**src/imuyaw_pkg.sv**
```systemverilog
// Shared types and constants for the IMU yaw integrator with gyro bias calibration.
// Holds the channel payload structs, the internal command and unit interfaces and
// the fixed scaling constants. No dependencies.
package imuyaw_pkg;

    localparam int PERIOD_W    = 20;
    localparam int DIVISOR_W   = 17;
    localparam int ACCUM_W     = 64;
    localparam int YAW_W       = 48;
    localparam int CAL_SUM_W   = 32;
    localparam int SQ_W        = 32;
    localparam int DIV_BITS    = 4;
    localparam int Q_DEPTH     = 2;

    localparam logic [PERIOD_W-1:0]  PERIOD_RESET = 20'd200000;
    localparam logic [15:0]          ACC_SCALE    = 16'd40181;
    localparam logic [DIVISOR_W-1:0] YAW_DIV      = 17'd131000;

    localparam logic signed [ACCUM_W-1:0] ACCUM_MAX = 64'sh7FFF_FFFF_FFFF_FFFF;
    localparam logic signed [ACCUM_W-1:0] ACCUM_MIN = 64'sh8000_0000_0000_0000;
    localparam logic signed [ACCUM_W-1:0] YAW_MAX   = 64'sd140737488355327;
    localparam logic signed [ACCUM_W-1:0] YAW_MIN   = -64'sd140737488355327;

    localparam logic [1:0] REQ_MEAS = 2'd0;
    localparam logic [1:0] REQ_CAL  = 2'd1;
    localparam logic [1:0] REQ_ZERO = 2'd2;

    typedef enum logic [1:0] {
        K_MEAS,
        K_CAL,
        K_ZERO,
        K_NONE
    } t_kind;

    typedef enum logic [2:0] {
        BS_IDLE,
        BS_MUL,
        BS_BIAS,
        BS_YAW,
        BS_YAW_WAIT,
        BS_OUT
    } t_back_state;

    typedef struct packed {
        logic [1:0]          req_type;
        logic signed [15:0]  accel_x;
        logic signed [15:0]  accel_y;
        logic signed [15:0]  accel_z;
        logic signed [15:0]  gyro_z;
    } t_in_item;

    typedef struct packed {
        logic signed [15:0]       accel_x_ms2;
        logic signed [15:0]       accel_y_ms2;
        logic signed [15:0]       accel_z_ms2;
        logic [15:0]              accel_magnitude;
        logic signed [YAW_W-1:0]  yaw_millideg;
        logic signed [15:0]       gyro_bias;
        logic                     cal_done;
    } t_out_item;

    typedef struct packed {
        t_kind               kind;
        logic signed [15:0]  accel_x;
        logic signed [15:0]  accel_y;
        logic signed [15:0]  accel_z;
        logic signed [15:0]  gyro_z;
    } t_cmd;

    typedef struct packed {
        logic             start;
        logic [SQ_W-1:0]  value;
    } t_sqrt_req;

    typedef struct packed {
        logic         done;
        logic [15:0]  root;
    } t_sqrt_rsp;

    typedef struct packed {
        logic                         start;
        logic signed [ACCUM_W-1:0]    dividend;
        logic [DIVISOR_W-1:0]         divisor;
    } t_div_req;

    typedef struct packed {
        logic                         done;
        logic signed [ACCUM_W-1:0]    quotient;
    } t_div_rsp;

endpackage

```
**src/imuyaw_front.sv**
```systemverilog
// Front end: accepts input beats, decodes the request code and hands commands on.
// Depends on imuyaw_pkg.
module imuyaw_front (
    input  logic                   i_clk,
    input  logic                   i_rst_n,
    input  logic                   i_in_valid,
    output logic                   o_in_ready,
    input  imuyaw_pkg::t_in_item   i_in_data,
    output logic                   o_push,
    input  logic                   i_q_ready,
    output imuyaw_pkg::t_cmd       o_cmd
);
    import imuyaw_pkg::*;

    logic  r_valid;
    t_cmd  r_cmd;
    t_cmd  n_cmd;
    logic  accept;

    assign o_in_ready = !r_valid || i_q_ready;
    assign accept     = i_in_valid && o_in_ready;
    assign o_push     = r_valid;
    assign o_cmd      = r_cmd;

    always_comb begin
        n_cmd.accel_x = i_in_data.accel_x;
        n_cmd.accel_y = i_in_data.accel_y;
        n_cmd.accel_z = i_in_data.accel_z;
        n_cmd.gyro_z  = i_in_data.gyro_z;
        case (i_in_data.req_type)
            REQ_MEAS: n_cmd.kind = K_MEAS;
            REQ_CAL:  n_cmd.kind = K_CAL;
            REQ_ZERO: n_cmd.kind = K_ZERO;
            default:  n_cmd.kind = K_NONE;
        endcase
    end

    always_ff @(posedge i_clk) begin
        if (!i_rst_n) begin
            r_valid <= 1'b0;
        end else if (accept) begin
            r_valid <= 1'b1;
        end else if (i_q_ready) begin
            r_valid <= 1'b0;
        end
    end

    always_ff @(posedge i_clk) begin
        if (accept) begin
            r_cmd <= n_cmd;
        end
    end

endmodule

```
**src/imuyaw_queue.sv**
```systemverilog
// Short command queue between the front end and the back end.
// Depends on imuyaw_pkg for the command type and depth.
module imuyaw_queue (
    input  logic               i_clk,
    input  logic               i_rst_n,
    input  logic               i_push,
    output logic               o_ready,
    input  imuyaw_pkg::t_cmd   i_data,
    output logic               o_valid,
    input  logic               i_pop,
    output imuyaw_pkg::t_cmd   o_data
);
    import imuyaw_pkg::*;

    localparam int PTR_W = (Q_DEPTH > 1) ? $clog2(Q_DEPTH) : 1;
    localparam int CNT_W = $clog2(Q_DEPTH + 1);

    t_cmd              r_mem [Q_DEPTH];
    logic [PTR_W-1:0]  r_wp;
    logic [PTR_W-1:0]  r_rp;
    logic [CNT_W-1:0]  r_count;
    logic              do_push;
    logic              do_pop;

    assign o_ready = (r_count != CNT_W'(Q_DEPTH));
    assign o_valid = (r_count != '0);
    assign o_data  = r_mem[r_rp];
    assign do_push = i_push && o_ready;
    assign do_pop  = i_pop && o_valid;

    always_ff @(posedge i_clk) begin
        if (!i_rst_n) begin
            r_wp    <= '0;
            r_rp    <= '0;
            r_count <= '0;
        end else begin
            if (do_push) begin
                r_wp <= (r_wp == PTR_W'(Q_DEPTH - 1)) ? '0 : r_wp + 1'b1;
            end
            if (do_pop) begin
                r_rp <= (r_rp == PTR_W'(Q_DEPTH - 1)) ? '0 : r_rp + 1'b1;
            end
            if (do_push && !do_pop) begin
                r_count <= r_count + 1'b1;
            end else if (do_pop && !do_push) begin
                r_count <= r_count - 1'b1;
            end
        end
    end

    always_ff @(posedge i_clk) begin
        if (do_push) begin
            r_mem[r_wp] <= i_data;
        end
    end

endmodule

```
**src/imuyaw_sqrt.sv**
```systemverilog
// Iterative floor square root of a 32-bit value, one result bit per cycle.
// Depends on imuyaw_pkg for the request and response structs.
module imuyaw_sqrt (
    input  logic                    i_clk,
    input  logic                    i_rst_n,
    input  imuyaw_pkg::t_sqrt_req   i_req,
    output imuyaw_pkg::t_sqrt_rsp   o_rsp
);
    import imuyaw_pkg::*;

    localparam logic [SQ_W-1:0] TOP_BIT = 32'h4000_0000;

    logic              r_busy;
    logic              r_done;
    logic [SQ_W-1:0]   r_n;
    logic [SQ_W-1:0]   r_res;
    logic [SQ_W-1:0]   r_bit;
    logic [SQ_W-1:0]   trial;

    assign trial      = r_res + r_bit;
    assign o_rsp.done = r_done;
    assign o_rsp.root = r_res[15:0];

    always_ff @(posedge i_clk) begin
        if (!i_rst_n) begin
            r_busy <= 1'b0;
            r_done <= 1'b0;
        end else begin
            r_done <= 1'b0;
            if (i_req.start) begin
                r_busy <= 1'b1;
            end else if (r_busy && r_bit[0]) begin
                // last pair of bits handled this cycle
                r_busy <= 1'b0;
                r_done <= 1'b1;
            end
        end
    end

    always_ff @(posedge i_clk) begin
        if (i_req.start) begin
            r_n   <= i_req.value;
            r_res <= '0;
            r_bit <= TOP_BIT;
        end else if (r_busy) begin
            if (r_n >= trial) begin
                r_n   <= r_n - trial;
                r_res <= (r_res >> 1) + r_bit;
            end else begin
                r_res <= r_res >> 1;
            end
            r_bit <= r_bit >> 2;
        end
    end

endmodule

```
**src/imuyaw_div.sv**
```systemverilog
// Signed 64-bit by unsigned 17-bit divider, quotient truncated toward zero.
// Restoring division on the magnitude, DIV_BITS quotient bits per cycle. Depends on imuyaw_pkg.
module imuyaw_div (
    input  logic                   i_clk,
    input  logic                   i_rst_n,
    input  imuyaw_pkg::t_div_req   i_req,
    output imuyaw_pkg::t_div_rsp   o_rsp
);
    import imuyaw_pkg::*;

    localparam int STEPS = ACCUM_W / DIV_BITS;
    localparam int CNT_W = $clog2(STEPS);

    logic                   r_busy;
    logic                   r_done;
    logic                   r_neg;
    logic [ACCUM_W-1:0]     r_mq;
    logic [DIVISOR_W-1:0]   r_rem;
    logic [DIVISOR_W-1:0]   r_div;
    logic [CNT_W-1:0]       r_cnt;
    logic [ACCUM_W-1:0]     n_mq;
    logic [DIVISOR_W-1:0]   n_rem;

    assign o_rsp.done     = r_done;
    assign o_rsp.quotient = r_neg ? -$signed(r_mq) : $signed(r_mq);

    // shift dividend bits out of the top, quotient bits in at the bottom
    always_comb begin
        logic [DIVISOR_W:0] shifted;
        n_rem = r_rem;
        n_mq  = r_mq;
        for (int j = 0; j < DIV_BITS; j++) begin
            shifted = {n_rem, n_mq[ACCUM_W-1]};
            n_mq    = {n_mq[ACCUM_W-2:0], 1'b0};
            if (shifted >= {1'b0, r_div}) begin
                n_rem   = DIVISOR_W'(shifted - {1'b0, r_div});
                n_mq[0] = 1'b1;
            end else begin
                n_rem = shifted[DIVISOR_W-1:0];
            end
        end
    end

    always_ff @(posedge i_clk) begin
        if (!i_rst_n) begin
            r_busy <= 1'b0;
            r_done <= 1'b0;
            r_cnt  <= '0;
        end else begin
            r_done <= 1'b0;
            if (i_req.start) begin
                r_busy <= 1'b1;
                r_cnt  <= '0;
            end else if (r_busy) begin
                r_cnt <= r_cnt + 1'b1;
                if (r_cnt == CNT_W'(STEPS - 1)) begin
                    r_busy <= 1'b0;
                    r_done <= 1'b1;
                end
            end
        end
    end

    always_ff @(posedge i_clk) begin
        if (i_req.start) begin
            r_neg <= i_req.dividend[ACCUM_W-1];
            r_mq  <= i_req.dividend[ACCUM_W-1] ? ACCUM_W'(-i_req.dividend)
                                               : ACCUM_W'(i_req.dividend);
            r_rem <= '0;
            r_div <= i_req.divisor;
        end else if (r_busy) begin
            r_mq  <= n_mq;
            r_rem <= n_rem;
        end
    end

endmodule

```
**src/imuyaw_back.sv**
```systemverilog
// Back end: runs one command at a time through a shared multiplier, the square
// root unit and the divider, keeps yaw and calibration state and registers results.
// Depends on imuyaw_pkg, imuyaw_sqrt and imuyaw_div.
module imuyaw_back #(
    parameter int CAL_SAMPLES = 200
) (
    input  logic                                   i_clk,
    input  logic                                   i_rst_n,
    input  logic                                   i_cfg_wr_en,
    input  logic [imuyaw_pkg::PERIOD_W-1:0]        i_cfg_wr_data,
    input  logic                                   i_q_valid,
    output logic                                   o_q_pop,
    input  imuyaw_pkg::t_cmd                       i_q_data,
    output logic                                   o_out_valid,
    input  logic                                   i_out_ready,
    output imuyaw_pkg::t_out_item                  o_out_data
);
    import imuyaw_pkg::*;

    localparam int CNT_W   = $clog2(CAL_SAMPLES + 1);
    localparam int PROD_W  = 39;

    // multiplier sequence; each product is registered and used at the next step
    localparam logic [2:0] STEP_XX     = 3'd0;
    localparam logic [2:0] STEP_YY     = 3'd1;
    localparam logic [2:0] STEP_ZZ     = 3'd2;
    localparam logic [2:0] STEP_SX     = 3'd3;
    localparam logic [2:0] STEP_SY     = 3'd4;
    localparam logic [2:0] STEP_SZ     = 3'd5;
    localparam logic [2:0] STEP_GYRO   = 3'd6;
    localparam logic [2:0] STEP_UPDATE = 3'd7;

    t_back_state                  r_state;
    t_back_state                  n_state;
    logic [2:0]                   r_step;
    t_cmd                         r_cmd;

    logic [PERIOD_W-1:0]          r_period;
    logic signed [15:0]           r_bias;
    logic signed [CAL_SUM_W-1:0]  r_cal_sum;
    logic [CNT_W-1:0]             r_cal_count;
    logic signed [ACCUM_W-1:0]    r_accum;

    logic signed [PROD_W-1:0]     r_prod;
    logic [SQ_W-1:0]              r_sq;
    logic signed [15:0]           r_ax_ms2;
    logic signed [15:0]           r_ay_ms2;
    logic signed [15:0]           r_az_ms2;
    logic [15:0]                  r_mag;
    logic                         r_mag_ok;
    logic signed [YAW_W-1:0]      r_yaw;
    logic                         r_done_flag;
    logic                         r_out_valid;
    t_out_item                    r_out;

    logic signed [17:0]           mul_a;
    logic signed [20:0]           mul_b;
    logic signed [16:0]           gyro_diff;
    logic [CNT_W:0]               cnt_inc;
    logic                         cal_finish;
    logic signed [CAL_SUM_W-1:0]  n_cal_sum;
    logic signed [ACCUM_W-1:0]    delta;
    logic signed [ACCUM_W-1:0]    sum;
    logic signed [ACCUM_W-1:0]    n_accum;
    logic signed [YAW_W-1:0]      n_yaw;
    logic [31:0]                  mag_prod;

    logic                         pop;
    logic                         load_out;
    logic                         state_upd;
    t_sqrt_req                    sqrt_req;
    t_sqrt_rsp                    sqrt_rsp;
    t_div_req                     div_req;
    t_div_rsp                     div_rsp;

    imuyaw_sqrt u_sqrt (
        .i_clk   (i_clk),
        .i_rst_n (i_rst_n),
        .i_req   (sqrt_req),
        .o_rsp   (sqrt_rsp)
    );

    imuyaw_div u_div (
        .i_clk   (i_clk),
        .i_rst_n (i_rst_n),
        .i_req   (div_req),
        .o_rsp   (div_rsp)
    );

    assign o_q_pop     = pop;
    assign o_out_valid = r_out_valid;
    assign o_out_data  = r_out;

    // calibration and accumulator arithmetic
    assign gyro_diff  = 17'(r_cmd.gyro_z) - 17'(r_bias);
    assign cnt_inc    = (CNT_W + 1)'(r_cal_count) + 1'b1;
    assign cal_finish = (r_cmd.kind == K_CAL) && (cnt_inc >= (CNT_W + 1)'(CAL_SAMPLES));
    assign n_cal_sum  = r_cal_sum + CAL_SUM_W'(r_cmd.gyro_z);
    assign delta      = ACCUM_W'(r_prod);
    assign sum        = r_accum + delta;
    assign mag_prod   = 32'(sqrt_rsp.root) * 32'(ACC_SCALE);

    always_comb begin
        // saturate when both operands share a sign and the sum does not
        if ((r_accum[ACCUM_W-1] == delta[ACCUM_W-1]) &&
            (sum[ACCUM_W-1] != r_accum[ACCUM_W-1])) begin
            n_accum = r_accum[ACCUM_W-1] ? ACCUM_MIN : ACCUM_MAX;
        end else begin
            n_accum = sum;
        end
    end

    always_comb begin
        if (div_rsp.quotient > YAW_MAX) begin
            n_yaw = YAW_W'(YAW_MAX);
        end else if (div_rsp.quotient < YAW_MIN) begin
            n_yaw = YAW_W'(YAW_MIN);
        end else begin
            n_yaw = YAW_W'(div_rsp.quotient);
        end
    end

    // shared multiplier operand select
    always_comb begin
        case (r_step)
            STEP_XX: begin
                mul_a = 18'(r_cmd.accel_x);
                mul_b = 21'(r_cmd.accel_x);
            end
            STEP_YY: begin
                mul_a = 18'(r_cmd.accel_y);
                mul_b = 21'(r_cmd.accel_y);
            end
            STEP_ZZ: begin
                mul_a = 18'(r_cmd.accel_z);
                mul_b = 21'(r_cmd.accel_z);
            end
            STEP_SX: begin
                mul_a = 18'(r_cmd.accel_x);
                mul_b = 21'(ACC_SCALE);
            end
            STEP_SY: begin
                mul_a = 18'(r_cmd.accel_y);
                mul_b = 21'(ACC_SCALE);
            end
            STEP_SZ: begin
                mul_a = 18'(r_cmd.accel_z);
                mul_b = 21'(ACC_SCALE);
            end
            STEP_GYRO: begin
                mul_a = 18'(gyro_diff);
                mul_b = 21'({1'b0, r_period});
            end
            default: begin
                mul_a = '0;
                mul_b = '0;
            end
        endcase
    end

    // next state
    always_comb begin
        n_state = r_state;
        case (r_state)
            BS_IDLE: begin
                if (i_q_valid) begin
                    n_state = BS_MUL;
                end
            end
            BS_MUL: begin
                if (r_step == STEP_UPDATE) begin
                    n_state = cal_finish ? BS_BIAS : BS_YAW;
                end
            end
            BS_BIAS: begin
                if (div_rsp.done) begin
                    n_state = BS_YAW;
                end
            end
            BS_YAW: begin
                n_state = BS_YAW_WAIT;
            end
            BS_YAW_WAIT: begin
                if (div_rsp.done) begin
                    n_state = BS_OUT;
                end
            end
            BS_OUT: begin
                if (load_out) begin
                    n_state = BS_IDLE;
                end
            end
            default: begin
                n_state = BS_IDLE;
            end
        endcase
    end

    // control strobes
    always_comb begin
        pop              = 1'b0;
        load_out         = 1'b0;
        state_upd        = 1'b0;
        sqrt_req.start   = 1'b0;
        sqrt_req.value   = r_sq;
        div_req.start    = 1'b0;
        div_req.dividend = r_accum;
        div_req.divisor  = YAW_DIV;
        case (r_state)
            BS_IDLE: begin
                pop = i_q_valid;
            end
            BS_MUL: begin
                sqrt_req.start = (r_step == STEP_SY);
                if (r_step == STEP_UPDATE) begin
                    state_upd = 1'b1;
                    if (cal_finish) begin
                        div_req.start    = 1'b1;
                        div_req.dividend = ACCUM_W'(n_cal_sum);
                        div_req.divisor  = DIVISOR_W'(CAL_SAMPLES);
                    end
                end
            end
            BS_YAW: begin
                div_req.start = 1'b1;
            end
            BS_OUT: begin
                load_out = r_mag_ok && (!r_out_valid || i_out_ready);
            end
            default: begin
                pop = 1'b0;
            end
        endcase
    end

    always_ff @(posedge i_clk) begin
        if (!i_rst_n) begin
            r_state     <= BS_IDLE;
            r_step      <= '0;
            r_out_valid <= 1'b0;
            r_mag_ok    <= 1'b0;
            r_period    <= PERIOD_RESET;
            r_bias      <= '0;
            r_cal_sum   <= '0;
            r_cal_count <= '0;
            r_accum     <= '0;
        end else begin
            r_state <= n_state;
            if (pop) begin
                r_step <= '0;
            end else if (r_state == BS_MUL) begin
                r_step <= r_step + 1'b1;
            end

            if (load_out) begin
                r_out_valid <= 1'b1;
            end else if (i_out_ready) begin
                r_out_valid <= 1'b0;
            end

            if (pop) begin
                r_mag_ok <= 1'b0;
            end else if (sqrt_rsp.done) begin
                r_mag_ok <= 1'b1;
            end

            if (i_cfg_wr_en) begin
                r_period <= i_cfg_wr_data;
            end

            if (state_upd) begin
                case (r_cmd.kind)
                    K_MEAS: begin
                        r_accum <= n_accum;
                    end
                    K_CAL: begin
                        if (cal_finish) begin
                            r_cal_sum   <= '0;
                            r_cal_count <= '0;
                        end else begin
                            r_cal_sum   <= n_cal_sum;
                            r_cal_count <= cnt_inc[CNT_W-1:0];
                        end
                    end
                    K_ZERO: begin
                        r_accum <= '0;
                    end
                    default: begin
                        r_accum <= r_accum;
                    end
                endcase
            end

            if (r_state == BS_BIAS && div_rsp.done) begin
                r_bias <= div_rsp.quotient[15:0];
            end
        end
    end

    always_ff @(posedge i_clk) begin
        if (pop) begin
            r_cmd <= i_q_data;
        end
        r_prod <= PROD_W'(mul_a) * PROD_W'(mul_b);

        if (r_state == BS_MUL) begin
            case (r_step)
                STEP_YY:           r_sq <= r_prod[SQ_W-1:0];
                STEP_ZZ, STEP_SX:  r_sq <= r_sq + r_prod[SQ_W-1:0];
                STEP_SY:           r_ax_ms2 <= r_prod[31:16];
                STEP_SZ:           r_ay_ms2 <= r_prod[31:16];
                STEP_GYRO:         r_az_ms2 <= r_prod[31:16];
                STEP_UPDATE:       r_done_flag <= cal_finish;
                default:           r_sq <= r_sq;
            endcase
        end

        if (sqrt_rsp.done) begin
            r_mag <= mag_prod[31:16];
        end

        if (r_state == BS_YAW_WAIT && div_rsp.done) begin
            r_yaw <= n_yaw;
        end

        if (load_out) begin
            r_out.accel_x_ms2     <= r_ax_ms2;
            r_out.accel_y_ms2     <= r_ay_ms2;
            r_out.accel_z_ms2     <= r_az_ms2;
            r_out.accel_magnitude <= r_mag;
            r_out.yaw_millideg    <= r_yaw;
            r_out.gyro_bias       <= r_bias;
            r_out.cal_done        <= r_done_flag;
        end
    end

endmodule

```
**src/imu_yaw_integrator_with_bias_cal.sv**
```systemverilog
// IMU yaw integrator with gyro bias calibration. Each input beat returns one
// result beat with scaled X/Y/Z acceleration, the scaled vector magnitude, the yaw
// in millidegrees, the current gyro bias and a calibration-complete flag. Items
// are processed one at a time by the back end: after leaving the command queue an
// item is fetched, takes 8 steps on the shared multiplier, then launches and runs
// the 64-bit divide by 131000 at four quotient bits per cycle, and is loaded into
// the output register; an item that completes a calibration run first runs the
// bias division on the same divider. The square root runs alongside. The input
// register and the two-entry queue take beats until full while the back end is
// busy or a result waits to be taken. The user must write sample_period_us
// through the configuration port while idle; the block itself does not enforce
// this. Depends on imuyaw_pkg, imuyaw_front, imuyaw_queue and imuyaw_back.
module imu_yaw_integrator_with_bias_cal #(
    parameter int CAL_SAMPLES = 200
) (
    input  logic                               i_clk,
    input  logic                               i_rst_n,
    input  logic                               i_cfg_wr_en,
    input  logic [imuyaw_pkg::PERIOD_W-1:0]    i_cfg_wr_data,
    input  logic                               i_in_valid,
    output logic                               o_in_ready,
    input  imuyaw_pkg::t_in_item               i_in_data,
    output logic                               o_out_valid,
    input  logic                               i_out_ready,
    output imuyaw_pkg::t_out_item              o_out_data
);
    import imuyaw_pkg::*;

    logic  push;
    logic  q_ready;
    t_cmd  front_cmd;
    logic  q_valid;
    logic  q_pop;
    t_cmd  q_cmd;

    imuyaw_front u_front (
        .i_clk      (i_clk),
        .i_rst_n    (i_rst_n),
        .i_in_valid (i_in_valid),
        .o_in_ready (o_in_ready),
        .i_in_data  (i_in_data),
        .o_push     (push),
        .i_q_ready  (q_ready),
        .o_cmd      (front_cmd)
    );

    imuyaw_queue u_queue (
        .i_clk   (i_clk),
        .i_rst_n (i_rst_n),
        .i_push  (push),
        .o_ready (q_ready),
        .i_data  (front_cmd),
        .o_valid (q_valid),
        .i_pop   (q_pop),
        .o_data  (q_cmd)
    );

    imuyaw_back #(
        .CAL_SAMPLES (CAL_SAMPLES)
    ) u_back (
        .i_clk         (i_clk),
        .i_rst_n       (i_rst_n),
        .i_cfg_wr_en   (i_cfg_wr_en),
        .i_cfg_wr_data (i_cfg_wr_data),
        .i_q_valid     (q_valid),
        .o_q_pop       (q_pop),
        .i_q_data      (q_cmd),
        .o_out_valid   (o_out_valid),
        .i_out_ready   (i_out_ready),
        .o_out_data    (o_out_data)
    );

endmodule
```
**config.mk**
```make
export PLATFORM = sky130hd
export DESIGN_NAME = imu_yaw_integrator_with_bias_cal
export DESIGN_NICKNAME = d
export VERILOG_FILES = /design/src/imuyaw_pkg.sv /design/src/imuyaw_front.sv /design/src/imuyaw_queue.sv /design/src/imuyaw_sqrt.sv /design/src/imuyaw_div.sv /design/src/imuyaw_back.sv /design/src/imu_yaw_integrator_with_bias_cal.sv
export SDC_FILE = /design/constraint.sdc
export NUM_CORES = 2
export LEC_CHECK = 0
export BUFFER_PORTS_ARGS = -buffer_cell sky130_fd_sc_hd__buf_2
export CELL_PAD_IN_SITES_DETAIL_PLACEMENT = 1
export CELL_PAD_IN_SITES_GLOBAL_PLACEMENT = 2
export CORE_UTILIZATION = 38
export DETAILED_ROUTE_END_ITERATION = 12
export PLACE_DENSITY = 0.84
export SYNTH_ARGS = -nofsm -noshare
export SYNTH_HDL_FRONTEND = slang
export SYNTH_SLANG_ARGS = --single-unit
```
**constraint.sdc**
```tcl
create_clock -name i_clk -period 8.7 [get_ports i_clk]
set_input_delay 1.74 -clock i_clk [delete_from_list [all_inputs] [get_ports i_clk]]
set_output_delay 1.74 -clock i_clk [all_outputs]
set_load 0.01 [all_outputs]
```
Word level (Yosys, flattened, before mapping) --
Memories as Yosys holds them, arrays and structs flattened. A register that Yosys moved wholly into a read port is not among the register bits. Cells that the tools add are included. W data, S select, Z words.
Operators by class: reductions and logical operators 50, muxes and demuxes 59, bitwise logic cells 2, multipliers 2, eq/ne operators 25, magnitude comparators 8, add/subtract/negate cells 20
Operator list (number):
- $mux W64 | 6
- $mux W82 | 2
- $mux W32 | 5
- $neg A64 Y64 | 2
- $pmux W64 S2 | 1
- $pmux W21 S5 | 1
- $mux W81 | 1
- $ge A18 B17 Y1 | 4
- $pmux W18 S4 | 1
- $mux W17 | 4
- $sub A17 B17 Y17 | 4
- $add A64 B39 Y64 | 1
- $gt A64 B48 Y1 const B | 1
- $lt A64 B48 Y1 const B | 1
- $pmux W32 S2 | 1
- $mux W48 | 1
- $mul A18 B21 Y39 | 1
- $add A31 B31 Y32 | 1
- $add A32 B16 Y32 | 1
- $add A32 B31 Y32 | 1
- $add A32 B32 Y32 | 1
- $ge A32 B32 Y1 | 1
- $mul A16 B16 Y32 const B | 1
- $sub A32 B32 Y32 | 1
- 36 further kinds | 122
Word-level totals: memories kept 1, memory bits (writable) 132, input port bits 91, word-level logic and storage cells 213, output and inout bits 131, bits in registers 719
Memory list:
- u_queue.r_mem | words 2, width 66, rd ports 1, clocked after memory_dff 1, write ports 1, line imuyaw_queue.sv:18 | t_cmd r_mem [Q_DEPTH];

Logic depth before layout (Yosys ltp) --
word-level depth 10, mapped depth 46

By module --
A second synthesis with hierarchy kept.
Unflattened totals: cells, all modules 7004, area total of the unflattened synthesis 69242.7 µm²
Modules (own cells, without submodules):
- imuyaw_back | times used 1, area each 44594.0 µm², cells an instance 4584
- imuyaw_div | times used 1, area each 10437.5 µm², cells an instance 1260
- imuyaw_sqrt | times used 1, area each 7151.9 µm², cells an instance 858
- imuyaw_queue | times used 1, area each 5012.3 µm², cells an instance 229
- imuyaw_front | times used 1, area each 2047.0 µm², cells an instance 73

Worst setup path after synthesis --
Ideal clock, no wire load.
kind reg2reg, start point register u_back.u_div.r_div[15], end point register u_back.u_div.r_rem[3], path slack -0.870 ns, arrival 9.382 ns, setup time 0.188 ns, data required time 8.512 ns, buffers on the path 5, cell stages (with the launch flop) 45, cells stage by stage edfxtp_1 > inv_1 > ha_1 > a21oi_1 > o21ai_0 > a41oi_1 > and2_0 > clkbuf_1 > clkbuf_1 > xnor2_1 > ha_1 > a21oi_1 > nor2b_1 > a21oi_1 > nand2b_1 > a21o_1 > o21ai_1 > clkbuf_1 > [... 9 more ...] > o221ai_1 > or2_2 > clkbuf_1 > xnor2_1 > inv_1 > ha_1 > a21o_1 > a21oi_1 > inv_1 > a21oi_1 > nor2b_1 > nand2_1 > mux2i_1 > o211ai_1 > and3_1 > clkbuf_1 > xnor2_1 > o22ai_1
Between the ends: cells in the longest elaborated chain, start to end 8, elaborated cells between the ends (all ways) 12, those cells by class 4 x add/sub; 4 x order compare; 4 x mux
RTL lines:
- start: declaration | line imuyaw_div.sv:19 | logic [DIVISOR_W-1:0] r_div;
- start signal: assignment | line imuyaw_div.sv:70 | r_div <= i_req.divisor;
- $sub A17 B17 Y17 / $ge A18 B17 Y1 (equally long branches) | line imuyaw_div.sv:36, imuyaw_div.sv:35
- $mux W17 | line imuyaw_div.sv:35 | if (shifted >= {1'b0, r_div}) begin
- $sub A17 B17 Y17 / $ge A18 B17 Y1 (equally long branches) | line imuyaw_div.sv:36, imuyaw_div.sv:35
- $mux W17 | line imuyaw_div.sv:35
- $ge A18 B17 Y1 / $sub A17 B17 Y17 (equally long branches) | line imuyaw_div.sv:35, imuyaw_div.sv:36
- $mux W17 | line imuyaw_div.sv:35
- $sub A17 B17 Y17 / $ge A18 B17 Y1 (equally long branches) | line imuyaw_div.sv:36, imuyaw_div.sv:35
- $mux W17 (*) | line imuyaw_div.sv:35
- end signal: assignment | line imuyaw_div.sv:73 | r_rem <= n_rem;
- end: declaration | line imuyaw_div.sv:18 | logic [DIVISOR_W-1:0] r_rem;
Mark *: on every way between the ends. The rest lies on a longest branch, timed or not. A chain may end at the register's enable or synchronous reset.

Worst setup path after layout --
start point register u_back.r_cmd[1] (netlist name), end point register u_back.r_prod[36]
Between the ends: cells in the longest elaborated chain, start to end 3
RTL lines:
- $sub A16 B16 Y17 | line imuyaw_back.sv:95 | assign gyro_diff = 17'(r_cmd.gyro_z) - 17'(r_bias);
- $pmux W18 S4 | line imuyaw_back.sv:125 | case (r_step)
- $mul A18 B21 Y39 | line imuyaw_back.sv:304 | r_prod <= PROD_W'(mul_a) * PROD_W'(mul_b);
- end signal: assignment | line imuyaw_back.sv:304
- end: declaration | line imuyaw_back.sv:44 | logic signed [PROD_W-1:0] r_prod;
No other way between the ends.

==> flow_metrics.env <==
export IMPL_status="finished with violations"
export IMPL_violations="negative setup slack"
export IMPL_drtAntennaViolNets=0
export IMPL_synth_top_area_share=0.285
export IMPL_numCtsBuffers=101
export IMPL_io_pins=222
export IMPL_ys_seq_elements=902
export IMPL_layout_setup_ws_ns=-0.221
export IMPL_syn_area_mm2=0.0671
export IMPL_h_tree_depth=3
export IMPL_num_rows=153
export IMPL_hold_class="register to register"
export IMPL_yosys_area_top_type="edfxtp_1"
export IMPL_viasPerCell=5.39
export IMPL_arrival_ns=9.60
export IMPL_finish_utilization=0.445
export IMPL_start_util=0.384
export IMPL_drv_cap=0
export IMPL_ys_seq_area_frac=0.364
export IMPL_fmax_mhz=112
export IMPL_vias=51789
export IMPL_wirelength_um=205000
export IMPL_route_detailed_drc=0
export IMPL_rsz0062_at_grt="yes"
export IMPL_post_place_ws_ns=-1.06
export IMPL_die_area_mm2=0.178
export IMPL_finalHoldViolations=0
export IMPL_path_delay_family="adder cells"
export IMPL_synthFlopType="edfxtp_1"
export IMPL_layout_drive_gt1_share=0.153
export IMPL_synthArstFlopShare=0
export IMPL_ys_warn_count=0
export IMPL_grt_usage=0.226
export IMPL_antenna_found_initial=4
export IMPL_clock_path_buffers=3
export IMPL_crit_path_start_kind="register"
export IMPL_crit_top_cell="fa_1"
export IMPL_areaGrowthSynthToFinish_pct=15.8
export IMPL_cts_root_buf="clkbuf_16"
export IMPL_die_y_um=422
export IMPL_dr_first_iter_drc_count=2709
export IMPL_slew_headroom=0.190
export IMPL_avgRoutedWirePerCell_um=21.3
export IMPL_synth_area_top_cells="edfxtp_1 29%, fa_1 14%, ha_1 9.1%, dfxtp_1 7.9%, nand2_1 3.9%"
export IMPL_nets=8244
export IMPL_grt_pass1_wl_um=319000
export IMPL_first_pass_iters=6
export IMPL_numPortBuffers=221
export IMPL_die_width_um=422
export IMPL_finClkSkew_ns=0.0763
export IMPL_cts_num_sinks=902
export IMPL_cp_max_fo=3
export IMPL_synth_edf_count=637
export IMPL_maxSlewViolCount=0
export IMPL_overflow=0
export IMPL_avgSynthCellArea_um2=9.95
export IMPL_ys_types=95
export IMPL_dp_hpwl_um=159000
export IMPL_end_kind="register"
export IMPL_syn_inst=6739
export IMPL_setup_worst_path_class="register to register"
export IMPL_cpPeakStageDelay_ns=0.56
export IMPL_gp_congestion=0.895
export IMPL_worst_path_max_delay_cell="fa_1"
export IMPL_grt_pass1_vias=55726
export IMPL_syn_num_nets=7791
export IMPL_clk_pin_slew_worst_paths_ns=0.06
export IMPL_setup_viol=6
export IMPL_tightest_slew_ns=1.21
export IMPL_tritoncts="built"
export IMPL_fp_coreArea_mm2=0.175
export IMPL_timing_final_crit_share=1.03
export IMPL_critPathRequiredTime_ns=9.38
export IMPL_fin_crit_ns=8.92
export IMPL_grt_max_degree=77
export IMPL_clkLatencyLatePin_ns=0.76
export IMPL_cp_buffers_inverters=4
area by class of cell:
class,instances,area (um2)
clock inverters,62,785
well taps,2325,2910
multi-input cells,4924,40100
clock buffers,128,2780
diodes,4,10.0
flip-flops and latches,902,24400
inverters,639,2410
fillers,19442,97000
repair buffers,624,4250
layer usage:
metal	up-vias	track usage	share of wire
met5	-	0	0
met4	0	0.0733	0.033
met2	865	0.407	0.51
met1	26198	0.280	0.43
met3	297	0.0267	0.033
li1	24429	-	-
what timing repair did:
| item | in CTS | in global routing |
|---|---|---|
| pin swaps | 49 | 98 |
| hold buffers | 0 | 0 |
| gates resized for setup | 65 | 116 |
| buffers inserted | 25 | 23 |
| cloned | 0 | 2 |
| setup endpoints to repair | 31 | 30 |
Yosys cell counts (39+ instances only):
cell type	number
nand2b_1	61
nand4_1	48
dfxtp_1	265
fa_1	475
nor2_1	505
xor2_1	185
o31ai_1	46
and2_1	71
clkbuf_1	244
nor3_1	104
mux2i_1	80
a31oi_1	62
a21boi_0	55
ha_1	486
o21bai_1	40
a21oi_1	379
a21o_1	131
o21ai_1	39
and3_1	47
edfxtp_1	637
inv_1	637
mux2_2	87
nand2_1	703
o21ai_0	379
or3_1	45
a211oi_1	52
nand3_1	95
o21a_1	45
xnor2_1	190
nor2b_1	99
logic make-up after synthesis:
kind of cell | Yosys count | share of synthesized area
adders and majority gates | 961 | 0.232
and+or+nand+nor | 1916 | 0.133
AOI/OAI and AO/OA | 1505 | 0.143
buffers and inverters | 913 | 0.0518
DFF | 902 | 0.364
muxes | 167 | 0.0266
xor gates and xnor gates | 375 | 0.0490
layout by cell type, fill, tap and decap left out, drive strengths merged, types with 73 or more instances in the layout:
cell,Yosys,routed
xor2,185,185
and2,73,73
edfxtp,637,637
nand2,703,703
nand3,95,95
clkbuf,245,129
mux2i,80,80
fa,475,475
dfxtp,265,265
a21o,131,131
nor2,506,506
nor3,105,105
xnor2,190,190
o21ai,426,426
buf,29,622
ha,486,486
mux2,87,87
nor2b,99,99
a21oi,379,379
inv,637,643
state kept, by name, summed over array words and instances (netlist names), 4 cells and up:
signal and flops:
u_back.r_cmd 66, u_back.r_period 20, u_back.r_sq 32, u_back.u_sqrt.r_res 32, u_queue.r_mem 132, u_front.o_cmd 66, u_back.r_cal_count 8, u_back.r_ax_ms2 16
u_back.r_accum 64, u_back.r_az_ms2 16, u_back.u_div.r_rem 17, u_back.u_sqrt.r_bit 16, u_back.r_yaw 48, u_back.u_div.r_cnt 4, u_back.o_out_data 129, u_back.r_mag 16
u_back.u_div.r_mq 64, u_back.r_ay_ms2 16, u_back.r_bias 16, u_back.r_cal_sum 32, u_back.u_sqrt.r_n 32, u_back.r_prod 39
per-stage QoR:
step	hold WS, ns	area (um2)	instances	TNS [ns]
after floorplan	0.400	67300	6739	0
after global placement	0.402	73000	9365	-7.69
after detailed placement	0.405	73000	9365	-12.06
after CTS	0.409	76900	9579	-1.16
after global routing	0.414	77600	9605	-4.64
final	0.407	77600	9608	-0.775
final timing paths:
| kind | start | endpoint | slack (ns) | cells after the start |
|---|---|---|---|---|
| hold reg to reg | u_back.r_az_ms2[3]$_DFFE_PP_ | u_back.o_out_data[84]$_DFFE_PP_ | 0.41 | 0 |
| hold / removal | u_back.r_az_ms2[3]$_DFFE_PP_ | u_back.o_out_data[84]$_DFFE_PP_ | 0.41 | 0 |
| setup reg to reg | u_back.r_cmd[1]$_DFFE_PP_ | u_back.r_prod[36]$_DFF_P_ | -0.22 | 39 |
| setup / recovery | u_back.r_cmd[1]$_DFFE_PP_ | u_back.r_prod[36]$_DFF_P_ | -0.22 | 39 |
worst reg2reg max path: cells and delay by family (launching register included):
kind / cells / cell delay, ns
adders and majority gates: 8 / 3.53
and+or+nand+nor: 6 / 1.19
AOI/OAI and AO/OA: 20 / 3.27
xor gates and xnor gates: 1 / 0.18
DFF: 1 / 0.43
buffers and inverters: 4 / 0.25
Power is not shown: default switching activity piles up to over one toggle a cycle in this logic, so the estimate is an artifact.
